$ cat src/rtl/pbv_pkg.sv
`default_nettype none
// ---------------------------------------------------------------------------
// pbv_pkg: shared types and constants of the protobuf wire validator
// Field widths, status codes, register indexes, register reset values, wire types and parse phases.
// ---------------------------------------------------------------------------
package pbv_pkg;

   // field widths
   localparam int unsigned DATA_W   = 8;
   localparam int unsigned LEN_W    = 32;
   localparam int unsigned FIELDS_W = 16;
   localparam int unsigned ACC_W    = 64;
   localparam int unsigned IDX_W    = 4;
   localparam int unsigned CSR_IDX_W = 2;

   // result status codes
   typedef enum logic [1:0] {
      STATUS_NOT_CHECKED = 2'd0,
      STATUS_INVALID     = 2'd1,
      STATUS_VALID       = 2'd2
   } status_type;

   // configuration register indexes
   localparam logic [CSR_IDX_W-1:0] REG_MAX_FRAME_BYTES      = 2'd0;
   localparam logic [CSR_IDX_W-1:0] REG_MAX_DELIMITED_LENGTH = 2'd1;
   localparam logic [CSR_IDX_W-1:0] REG_MAX_FIELDS           = 2'd2;

   // register reset values
   localparam logic [LEN_W-1:0]    RST_MAX_FRAME_BYTES      = 32'd8388608;
   localparam logic [LEN_W-1:0]    RST_MAX_DELIMITED_LENGTH = 32'd8388608;
   localparam logic [FIELDS_W-1:0] RST_MAX_FIELDS           = 16'd10000;

   // wire types
   localparam logic [2:0] WT_VARINT    = 3'd0;
   localparam logic [2:0] WT_FIXED64   = 3'd1;
   localparam logic [2:0] WT_DELIMITED = 3'd2;
   localparam logic [2:0] WT_FIXED32   = 3'd5;

   localparam logic [LEN_W-1:0] HEADER_BYTES  = 32'd4;
   localparam logic [LEN_W-1:0] FIXED64_BYTES = 32'd8;
   localparam logic [LEN_W-1:0] FIXED32_BYTES = 32'd4;
   localparam logic [IDX_W-1:0] VARINT_LAST_IDX = 4'd9;

   // parse phases, one-hot
   typedef enum logic [5:0] {
      PH_HEADER = 6'b000001,
      PH_TAG    = 6'b000010,
      PH_VALUE  = 6'b000100,
      PH_LEN    = 6'b001000,
      PH_SKIP   = 6'b010000,
      PH_ERROR  = 6'b100000
   } phase_type;

endpackage
`default_nettype wire

$ cat src/rtl/protobuf_wire_validator.sv
`default_nettype none
// Path: a byte transfer lands in the input register and is checked from there;
//   the result of a checked last byte is loaded into the output register.
// Throughput: one byte per cycle; a last byte waits only while the previous result is held.
// Reset: synchronous, active high; clears the frame state and loads the register defaults.
// ---------------------------------------------------------------------------
// protobuf_wire_validator: per-frame protobuf wire format check
// Reads a little-endian declared length, then walks the declared region
// field by field and reports one status on the last byte of every frame.
// ---------------------------------------------------------------------------
module protobuf_wire_validator (
   input  wire logic                            clock,
   input  wire logic                            reset,
   input  wire logic                            req_valid,
   output logic                                 req_ready,
   input  wire logic [pbv_pkg::DATA_W-1:0]      req_data_byte,
   input  wire logic                            req_last_byte,
   output logic                                 rsp_valid,
   input  wire logic                            rsp_ready,
   output logic [1:0]                           rsp_status,
   output logic [pbv_pkg::LEN_W-1:0]            rsp_declared_length,
   input  wire logic                            csr_write_enable,
   input  wire logic [pbv_pkg::CSR_IDX_W-1:0]   csr_index,
   input  wire logic [pbv_pkg::LEN_W-1:0]       csr_write_data
);
   import pbv_pkg::*;

   // configuration registers
   logic [LEN_W-1:0]    max_frame_ff;
   logic [LEN_W-1:0]    max_delim_ff;
   logic [FIELDS_W-1:0] max_fields_ff;

   // input register
   logic                in_valid_ff, in_valid_in;
   logic [DATA_W-1:0]   in_byte_ff;
   logic                in_last_ff;

   // output register
   logic                rsp_valid_ff, rsp_valid_in;
   status_type          rsp_status_ff, rsp_status_in;
   logic [LEN_W-1:0]    rsp_len_ff, rsp_len_in;

   // frame state
   phase_type           phase_ff, phase_in, phase_upd;
   logic [LEN_W-1:0]    count_ff, count_in, count_upd;
   logic [LEN_W-1:0]    length_ff, length_in, length_upd;
   logic [LEN_W-1:0]    consumed_ff, consumed_in, consumed_upd;
   logic [ACC_W-1:0]    acc_ff, acc_in, acc_upd;
   logic [IDX_W-1:0]    idx_ff, idx_in, idx_upd;
   logic [LEN_W-1:0]    skip_ff, skip_in, skip_upd;
   logic [FIELDS_W-1:0] fields_ff, fields_in, fields_upd;
   logic                error_ff, error_in, error_upd;

   // handshake
   logic                out_free;
   logic                proc;
   logic                req_fire;

   // datapath helpers
   logic [LEN_W-1:0]    consumed_inc;
   logic [LEN_W-1:0]    rem;
   logic [6:0]          var_shamt;
   logic [ACC_W-1:0]    acc_val;
   logic                v_over_rem;
   logic                v_over_delim;
   logic                v_nonzero;
   logic [LEN_W-1:0]    hdr_part;

   // pipeline flow: a byte advances when it needs no result slot or the slot is free
   assign out_free  = !rsp_valid_ff || rsp_ready;
   assign proc      = in_valid_ff && (!in_last_ff || out_free);
   assign req_ready = !in_valid_ff || proc;
   assign req_fire  = req_valid && req_ready;

   always_comb begin
      if (req_fire) begin
         in_valid_in = 1'b1;
      end else if (proc) begin
         in_valid_in = 1'b0;
      end else begin
         in_valid_in = in_valid_ff;
      end
   end

   // varint accumulation and length checks
   assign consumed_inc = consumed_ff + 32'd1;
   assign rem          = length_ff - consumed_inc;
   assign var_shamt    = {idx_ff, 3'b000} - {3'b000, idx_ff};
   assign acc_val      = acc_ff | ({{(ACC_W-7){1'b0}}, in_byte_ff[6:0]} << var_shamt);
   assign v_over_rem   = (|acc_val[63:32]) || (acc_val[31:0] > rem);
   assign v_over_delim = (|acc_val[63:32]) || (acc_val[31:0] > max_delim_ff);
   assign v_nonzero    = |acc_val;
   assign hdr_part     = {24'd0, in_byte_ff} << {count_ff[1:0], 3'b000};

   // per-byte parse step
   always_comb begin
      phase_upd    = phase_ff;
      count_upd    = count_ff;
      length_upd   = length_ff;
      consumed_upd = consumed_ff;
      acc_upd      = acc_ff;
      idx_upd      = idx_ff;
      skip_upd     = skip_ff;
      fields_upd   = fields_ff;
      error_upd    = error_ff;

      if (count_ff != '1) begin
         count_upd = count_ff + 32'd1;
      end

      if (count_ff < HEADER_BYTES) begin
         // collect the declared length
         length_upd = length_ff | hdr_part;
         if (count_ff[1:0] == 2'd3) begin
            phase_upd = PH_TAG;
         end
      end else if (consumed_ff < length_ff && phase_ff != PH_ERROR) begin
         if (phase_ff == PH_TAG && idx_ff == '0 && fields_ff >= max_fields_ff) begin
            // field limit reached at the start of a new field
            error_upd = 1'b1;
            phase_upd = PH_ERROR;
         end else begin
            if (phase_ff == PH_TAG && idx_ff == '0) begin
               fields_upd = fields_ff + 16'd1;
            end
            consumed_upd = consumed_inc;
            if (phase_ff == PH_SKIP) begin
               // skip payload bytes
               skip_upd = skip_ff - 32'd1;
               if (skip_ff == 32'd1) begin
                  phase_upd = PH_TAG;
               end
            end else if (in_byte_ff[7]) begin
               // varint continues
               acc_upd = acc_val;
               idx_upd = idx_ff + 4'd1;
               if (idx_ff == VARINT_LAST_IDX) begin
                  error_upd = 1'b1;
                  phase_upd = PH_ERROR;
               end
            end else begin
               // varint complete: act on its value
               acc_upd = '0;
               idx_upd = '0;
               case (phase_ff)
                  PH_TAG: begin
                     if (!v_nonzero) begin
                        error_upd = 1'b1;
                        phase_upd = PH_ERROR;
                     end else begin
                        case (acc_val[2:0])
                           WT_VARINT: begin
                              phase_upd = PH_VALUE;
                           end
                           WT_FIXED64: begin
                              if (rem < FIXED64_BYTES) begin
                                 error_upd = 1'b1;
                                 phase_upd = PH_ERROR;
                              end else begin
                                 skip_upd  = FIXED64_BYTES;
                                 phase_upd = PH_SKIP;
                              end
                           end
                           WT_DELIMITED: begin
                              phase_upd = PH_LEN;
                           end
                           WT_FIXED32: begin
                              if (rem < FIXED32_BYTES) begin
                                 error_upd = 1'b1;
                                 phase_upd = PH_ERROR;
                              end else begin
                                 skip_upd  = FIXED32_BYTES;
                                 phase_upd = PH_SKIP;
                              end
                           end
                           default: begin
                              error_upd = 1'b1;
                              phase_upd = PH_ERROR;
                           end
                        endcase
                     end
                  end
                  PH_VALUE: begin
                     phase_upd = PH_TAG;
                  end
                  PH_LEN: begin
                     if (v_over_rem || v_over_delim) begin
                        error_upd = 1'b1;
                        phase_upd = PH_ERROR;
                     end else if (!v_nonzero) begin
                        phase_upd = PH_TAG;
                     end else begin
                        skip_upd  = acc_val[31:0];
                        phase_upd = PH_SKIP;
                     end
                  end
                  default: begin
                     phase_upd = phase_ff;
                  end
               endcase
            end
         end
      end
   end

   // frame verdict on the last byte
   always_comb begin
      if (count_upd < HEADER_BYTES) begin
         rsp_status_in = STATUS_NOT_CHECKED;
         rsp_len_in    = '0;
      end else begin
         rsp_len_in = length_upd;
         if (count_upd > max_frame_ff || length_upd > (count_upd - HEADER_BYTES)) begin
            rsp_status_in = STATUS_NOT_CHECKED;
         end else if (!error_upd && phase_upd == PH_TAG && idx_upd == '0 &&
                      consumed_upd == length_upd) begin
            rsp_status_in = STATUS_VALID;
         end else begin
            rsp_status_in = STATUS_INVALID;
         end
      end
   end

   // commit the step; drop frame state after the last byte
   always_comb begin
      phase_in    = phase_ff;
      count_in    = count_ff;
      length_in   = length_ff;
      consumed_in = consumed_ff;
      acc_in      = acc_ff;
      idx_in      = idx_ff;
      skip_in     = skip_ff;
      fields_in   = fields_ff;
      error_in    = error_ff;
      if (proc) begin
         if (in_last_ff) begin
            phase_in    = PH_HEADER;
            count_in    = '0;
            length_in   = '0;
            consumed_in = '0;
            acc_in      = '0;
            idx_in      = '0;
            skip_in     = '0;
            fields_in   = '0;
            error_in    = 1'b0;
         end else begin
            phase_in    = phase_upd;
            count_in    = count_upd;
            length_in   = length_upd;
            consumed_in = consumed_upd;
            acc_in      = acc_upd;
            idx_in      = idx_upd;
            skip_in     = skip_upd;
            fields_in   = fields_upd;
            error_in    = error_upd;
         end
      end
   end

   // result slot: load on a checked last byte, release on transfer
   always_comb begin
      if (proc && in_last_ff) begin
         rsp_valid_in = 1'b1;
      end else if (rsp_ready) begin
         rsp_valid_in = 1'b0;
      end else begin
         rsp_valid_in = rsp_valid_ff;
      end
   end

   // control and frame state registers
   always_ff @(posedge clock) begin
      if (reset) begin
         in_valid_ff   <= 1'b0;
         rsp_valid_ff  <= 1'b0;
         phase_ff      <= PH_HEADER;
         count_ff      <= '0;
         length_ff     <= '0;
         consumed_ff   <= '0;
         acc_ff        <= '0;
         idx_ff        <= '0;
         skip_ff       <= '0;
         fields_ff     <= '0;
         error_ff      <= 1'b0;
         max_frame_ff  <= RST_MAX_FRAME_BYTES;
         max_delim_ff  <= RST_MAX_DELIMITED_LENGTH;
         max_fields_ff <= RST_MAX_FIELDS;
      end else begin
         in_valid_ff  <= in_valid_in;
         rsp_valid_ff <= rsp_valid_in;
         phase_ff     <= phase_in;
         count_ff     <= count_in;
         length_ff    <= length_in;
         consumed_ff  <= consumed_in;
         acc_ff       <= acc_in;
         idx_ff       <= idx_in;
         skip_ff      <= skip_in;
         fields_ff    <= fields_in;
         error_ff     <= error_in;
         if (csr_write_enable) begin
            case (csr_index)
               REG_MAX_FRAME_BYTES: begin
                  max_frame_ff <= csr_write_data;
               end
               REG_MAX_DELIMITED_LENGTH: begin
                  max_delim_ff <= csr_write_data;
               end
               REG_MAX_FIELDS: begin
                  max_fields_ff <= csr_write_data[FIELDS_W-1:0];
               end
               default: begin
                  max_frame_ff <= max_frame_ff;
               end
            endcase
         end
      end
   end

   // payload registers
   always_ff @(posedge clock) begin
      if (req_fire) begin
         in_byte_ff <= req_data_byte;
         in_last_ff <= req_last_byte;
      end
      if (proc && in_last_ff) begin
         rsp_status_ff <= rsp_status_in;
         rsp_len_ff    <= rsp_len_in;
      end
   end

   assign rsp_valid           = rsp_valid_ff;
   assign rsp_status          = rsp_status_ff;
   assign rsp_declared_length = rsp_len_ff;

`ifndef SYNTH
   // a last byte waiting on a full result slot blocks new transfers
   a_stall_blocks: assert property (@(posedge clock) disable iff (reset)
      (in_valid_ff && in_last_ff && rsp_valid_ff && !rsp_ready) |-> !req_ready)
      else $error("input taken while last byte is stalled");

   // frame state is cleared after a last byte is checked
   a_frame_clear: assert property (@(posedge clock) disable iff (reset)
      (proc && in_last_ff) |=> (count_ff == '0 && phase_ff == PH_HEADER))
      else $error("frame state not cleared after last byte");

   // the error flag and the error phase travel together
   a_error_phase: assert property (@(posedge clock) disable iff (reset)
      error_ff == (phase_ff == PH_ERROR))
      else $error("error flag and phase disagree");

   // only the defined status codes are reported
   a_status_code: assert property (@(posedge clock) disable iff (reset)
      rsp_valid_ff |-> (rsp_status_ff == STATUS_NOT_CHECKED ||
                        rsp_status_ff == STATUS_INVALID ||
                        rsp_status_ff == STATUS_VALID))
      else $error("undefined status code");

   // a pending varint never runs past ten bytes outside the error phase
   a_varint_len: assert property (@(posedge clock) disable iff (reset)
      (phase_ff != PH_ERROR) |-> (idx_ff <= VARINT_LAST_IDX))
      else $error("varint byte index out of range");
`endif

endmodule
`default_nettype wire
$ cat config.mk
export PLATFORM = sky130hd
export DESIGN_NAME = protobuf_wire_validator
export DESIGN_NICKNAME = d
export VERILOG_FILES = /design/src/rtl/pbv_pkg.sv /design/src/rtl/protobuf_wire_validator.sv
export SDC_FILE = /design/constraint.sdc
export NUM_CORES = 1
export LEC_CHECK = 0
export ABC_AREA = 1
export BUFFER_PORTS_ARGS = -buffer_cell sky130_fd_sc_hd__buf_2
export CORE_MARGIN = 3
export CORE_UTILIZATION = 64
export CTS_BUF_LIST = sky130_fd_sc_hd__clkbuf_16
export DETAILED_ROUTE_END_ITERATION = 10
export PLACE_DENSITY = 0.82
export SKIP_CTS_REPAIR_TIMING = 1
export SYNTH_ARGS = -nofsm -noshare
export SYNTH_HDL_FRONTEND = slang
export SYNTH_SLANG_ARGS = --single-unit
export TNS_END_PERCENT = 50
$ cat constraint.sdc
create_clock -name clock -period 4.88 [get_ports clock]
set_input_delay 0.976 -clock clock [delete_from_list [all_inputs] [get_ports clock]]
set_output_delay 0.976 -clock clock [all_outputs]
set_load 0.005 [all_outputs]
==> summary.txt <==
Yosys
  • Post-Synth Simple-Gate Area: 29.9%
  • Syn_area_per_cell: 6.52 um2
  • FF+latch count, synth: 344
  • Syn Inst Count: 3988
  • Largest family of logic cells by synthesized area: simple AND/OR/NAND/NOR gates
  • Post-Synth XOR/XNOR Area: 4.04%
  • Post-synthesis sequential area ratio: 28.1%
  • Netlist cell types: 66
  • Syn nets: 4253
  • Synthesized cell area: 0.0260 mm2
  • Yosys warns: 0
  • Number of synthesized flops with an enable pin: 43
  • Post-synthesis mux area share: 0%
  • Asr flop ratio synth: 0%
  • Adder-Cell Fraction of Synth Area: 10.5%
  • Top FF cell, synth: dfxtp_1
  • Compound-gate portion of the synthesized area: 16.9%

Critical path
  • R2r setup slk: -0.12 ns
  • Worst path top cell family by delay: simple AND/OR/NAND/NOR gates
  • Reg2reg end: skip_ff[21]
  • Worst path required time: 5.38 ns
  • Worst setup EP type: flop
  • Slowest-stage cell, CP: dfxtp_1
  • CP Class: reg2reg
  • CP max FO: 8
  • Setup crit start kind: flop
  • Worst reg2reg startpoint: consumed_ff[10]
  • Crit path DAT: 5.50 ns
  • Largest stage delay, worst path: 0.46 ns
  • FF-to-FF path depth: 32
  • CP bufs+invs: 6

Die
  • Core Area: 0.0399 mm2
  • Vertical die dimension: 208 um
  • Row cnt: 73
  • DIE AREA: 0.0431 mm2
  • Initial Utilization: 65.2%
  • Die X: 208 um
  • I/O pin cnt: 84

Final layout
  • P&R area growth vs syn: 18.8%
  • Layout cells sized above 1: 16.4%
  • Ant diodes: 0
  • Nets@finish: 4502

Worst hold path
  • Worst Hold Path Cells: 2
  • Hold/Removal Path Class: reg2reg
  • Min-Delay Endpoint: acc_ff[49]
  • Hold Startpoint: acc_ff[49]

GRT
  • Largest net degree at the start of global routing: 103
  • Initial antenna violation count: 2
  • Vias in the first global route: 26400
  • Gr ovfl total: 0
  • GRT Util Overall: 40.8%
  • First-pass GRT wire length: 142000 um

CTS
  • Clock sink count: 344
  • Htree depth: 2
  • CTS tree: done
  • Root buf cell: clkbuf_16
  • Worst-path clk slew: 0.06 ns
  • CTS max path bufs: 3
  • CTS Buf Count: 39
  • Worst skew pair latency: 0.60 ns

Detailed routing
  • Residual DRC: 0
  • Via/cell ratio: 5.97
  • Via count: 28600
  • 1st-pass router iterations: 6
  • DR WL/cell: 19.3 um
  • Post-route ant nets: 0
  • Drt initial violations: 3593
  • DRT Wirelength: 92700 um

Pwr
  • VDD IR max: 0.278 mV
  • PD cells: 235 mW/mm2
  • Lkg Pwr: 14.5 nW

Place
  • Buffers on Ports: 83
  • RD Place Congestion: 1.02
  • DP HPWL: 69500 um

Timing
  • Fin Clk Skew: 0.0201 ns
  • WHS: 0.458 ns
  • Least-Margin Pin Slew: 1.13 ns
  • Setup_tns: -1.86 ns
  • Setup ws final: -0.119 ns
  • Min cycle time layout: 5.00 ns
  • # setup viols final: 34
  • Max-slew violation count: 0
  • RSZ-0062 raised after global routing: true
  • Peak Freq: 200 MHz
  • Final Hold Violating Endpoints: 0
  • Final worst path period share: 102%
  • Slew margin rel.: 24.4%

Run
  • Max-cap violations: 0

Outcome
  • Status: complete, but fails checks
  • Failing checks: setup timing
[layout by cell type (no fill, tap or decap), types with 84 or more instances in the layout]
| master | instances |
|---|---|
| o21ai_0 | 192 |
| dfxtp_1 | 297 |
| nand2_1 | 914 |
| nand3_1 | 256 |
| ha_1 | 193 |
| a21oi_1 | 377 |
| xor2_1 | 84 |
| nor2_1 | 329 |
| buf_4 | 254 |
| inv_1 | 528 |
| a211oi_1 | 107 |
[stage by stage]
stage | cell area [um2] | instances | util (%) | power, mW | setup WS [ns]
after floorplan | 26000 | 3988 | - | 3.80 | 0.360
after CTS | 29600 | 4769 | 74.1 | 7.17 | -0.315
after global placement | 28300 | 4697 | 71.0 | 4.20 | -0.114
after detailed placement | 28300 | 4697 | 71.0 | 4.23 | -0.296
final | 30900 | 4793 | 77.4 | 7.27 | -0.119
after global routing | 30900 | 4793 | 77.4 | 7.50 | -0.453
[power by group]
group          switching (mW)  total (mW)  internal [mW]
Clock                    1.34        2.99           1.65
Combinational           0.837        1.28          0.448
Sequential             0.0497        3.00           2.95
Total                    2.23        7.27           5.04
[kinds of logic (layout without fill, tap and decap cells)]
family | Yosys count | after routing
compound gates | 788 | 788
fa+ha+maj | 217 | 217
flops | 344 | 344
buf+inv | 705 | 985
simple gates | 1817 | 1817
xor+xnor | 117 | 117
[area by class of cell]
class                   instances  area (um2)
multi-input cells            2939       17000
fillers                      3100        9030
flip-flops and latches        344        7330
repair buffers                347        2500
inverters                     566        2130
clock buffers                  41        1030
well taps                     525         657
clock inverters                31         243
[registers in the layout, summed over array words and instances (netlist names), 2 cells and up]
signal / cells
consumed_ff: 32
fields_ff: 16
max_frame_ff: 32
in_byte_ff: 8
phase_ff: 6
max_delim_ff: 32
rsp_declared_length: 32
max_fields_ff: 16
count_ff: 32
length_ff: 32
idx_ff: 4
rsp_status: 2
acc_ff: 64
skip_ff: 32
[worst register-to-register path: cells and delay by family, from the launching register on]
kind / cells / cell delay, ns
AOI/OAI and AO/OA: 2 / 0.50
xor gates and xnor gates: 1 / 0.23
adders and majority gates: 2 / 0.62
buffers and inverters: 6 / 0.68
DFF: 1 / 0.46
and+or+nand+nor: 21 / 2.43
[worst max path at each step]
stage	start	slack, ns	cells past startpoint	end
2_1_floorplan	consumed_ff[1]	0.36	40	rsp_status[0]
3_3_place_gp	consumed_ff[0]	-0.11	39	rsp_status[0]
3_5_place_dp	consumed_ff[1]	-0.30	41	rsp_status[0]
4_1_cts	consumed_ff[0]	-0.32	41	rsp_status[0]
5_1_grt	consumed_ff[1]	-0.45	38	rsp_status[1]
6_report	consumed_ff[10]	-0.12	32	skip_ff[21]
[routing by layer]
layer | wire length [um] | part of all wire, % | global-route usage (%)
met5 | 29 | 0.031 | 0
met4 | 6830 | 7.4 | 24.7
met3 | 9160 | 9.9 | 8.13
met2 | 40700 | 44 | 64.4
met1 | 35900 | 39 | 51.7
[cell usage after synthesis, drive strengths merged, types with 2 or more instances]
cell       n  area (um2)
xnor2     20         175
o211ai    14         105
buf       40         250
a21o       2        15.0
o2111ai    2        17.5
or3        3        18.8
o21ai    215        1080
nor3b      3        27.5
nand3b     6        45.0
o21bai     3        22.5
ha       216        2700
edfxtp    43        1290
a21oi    407        2060
o22ai      6        37.5
and3       3        18.8
inv      558        2100
nand3    270        1380
a211oi   112         841
a31oi      3        18.8
nand2    993        3790
clkinv     8        30.0
xor2      97         876
or2        7        43.8
nor3      70         409
o221ai     7        61.3
nor4      28         181
a21boi     2        15.0
and2       2        12.5
nor2     376        1460
a2111oi    2        18.8
clkbuf    99         372
o21a       8        60.1
dfxtp    301        6030
nand4     55         372
Power figures use the tool's default switching activity.
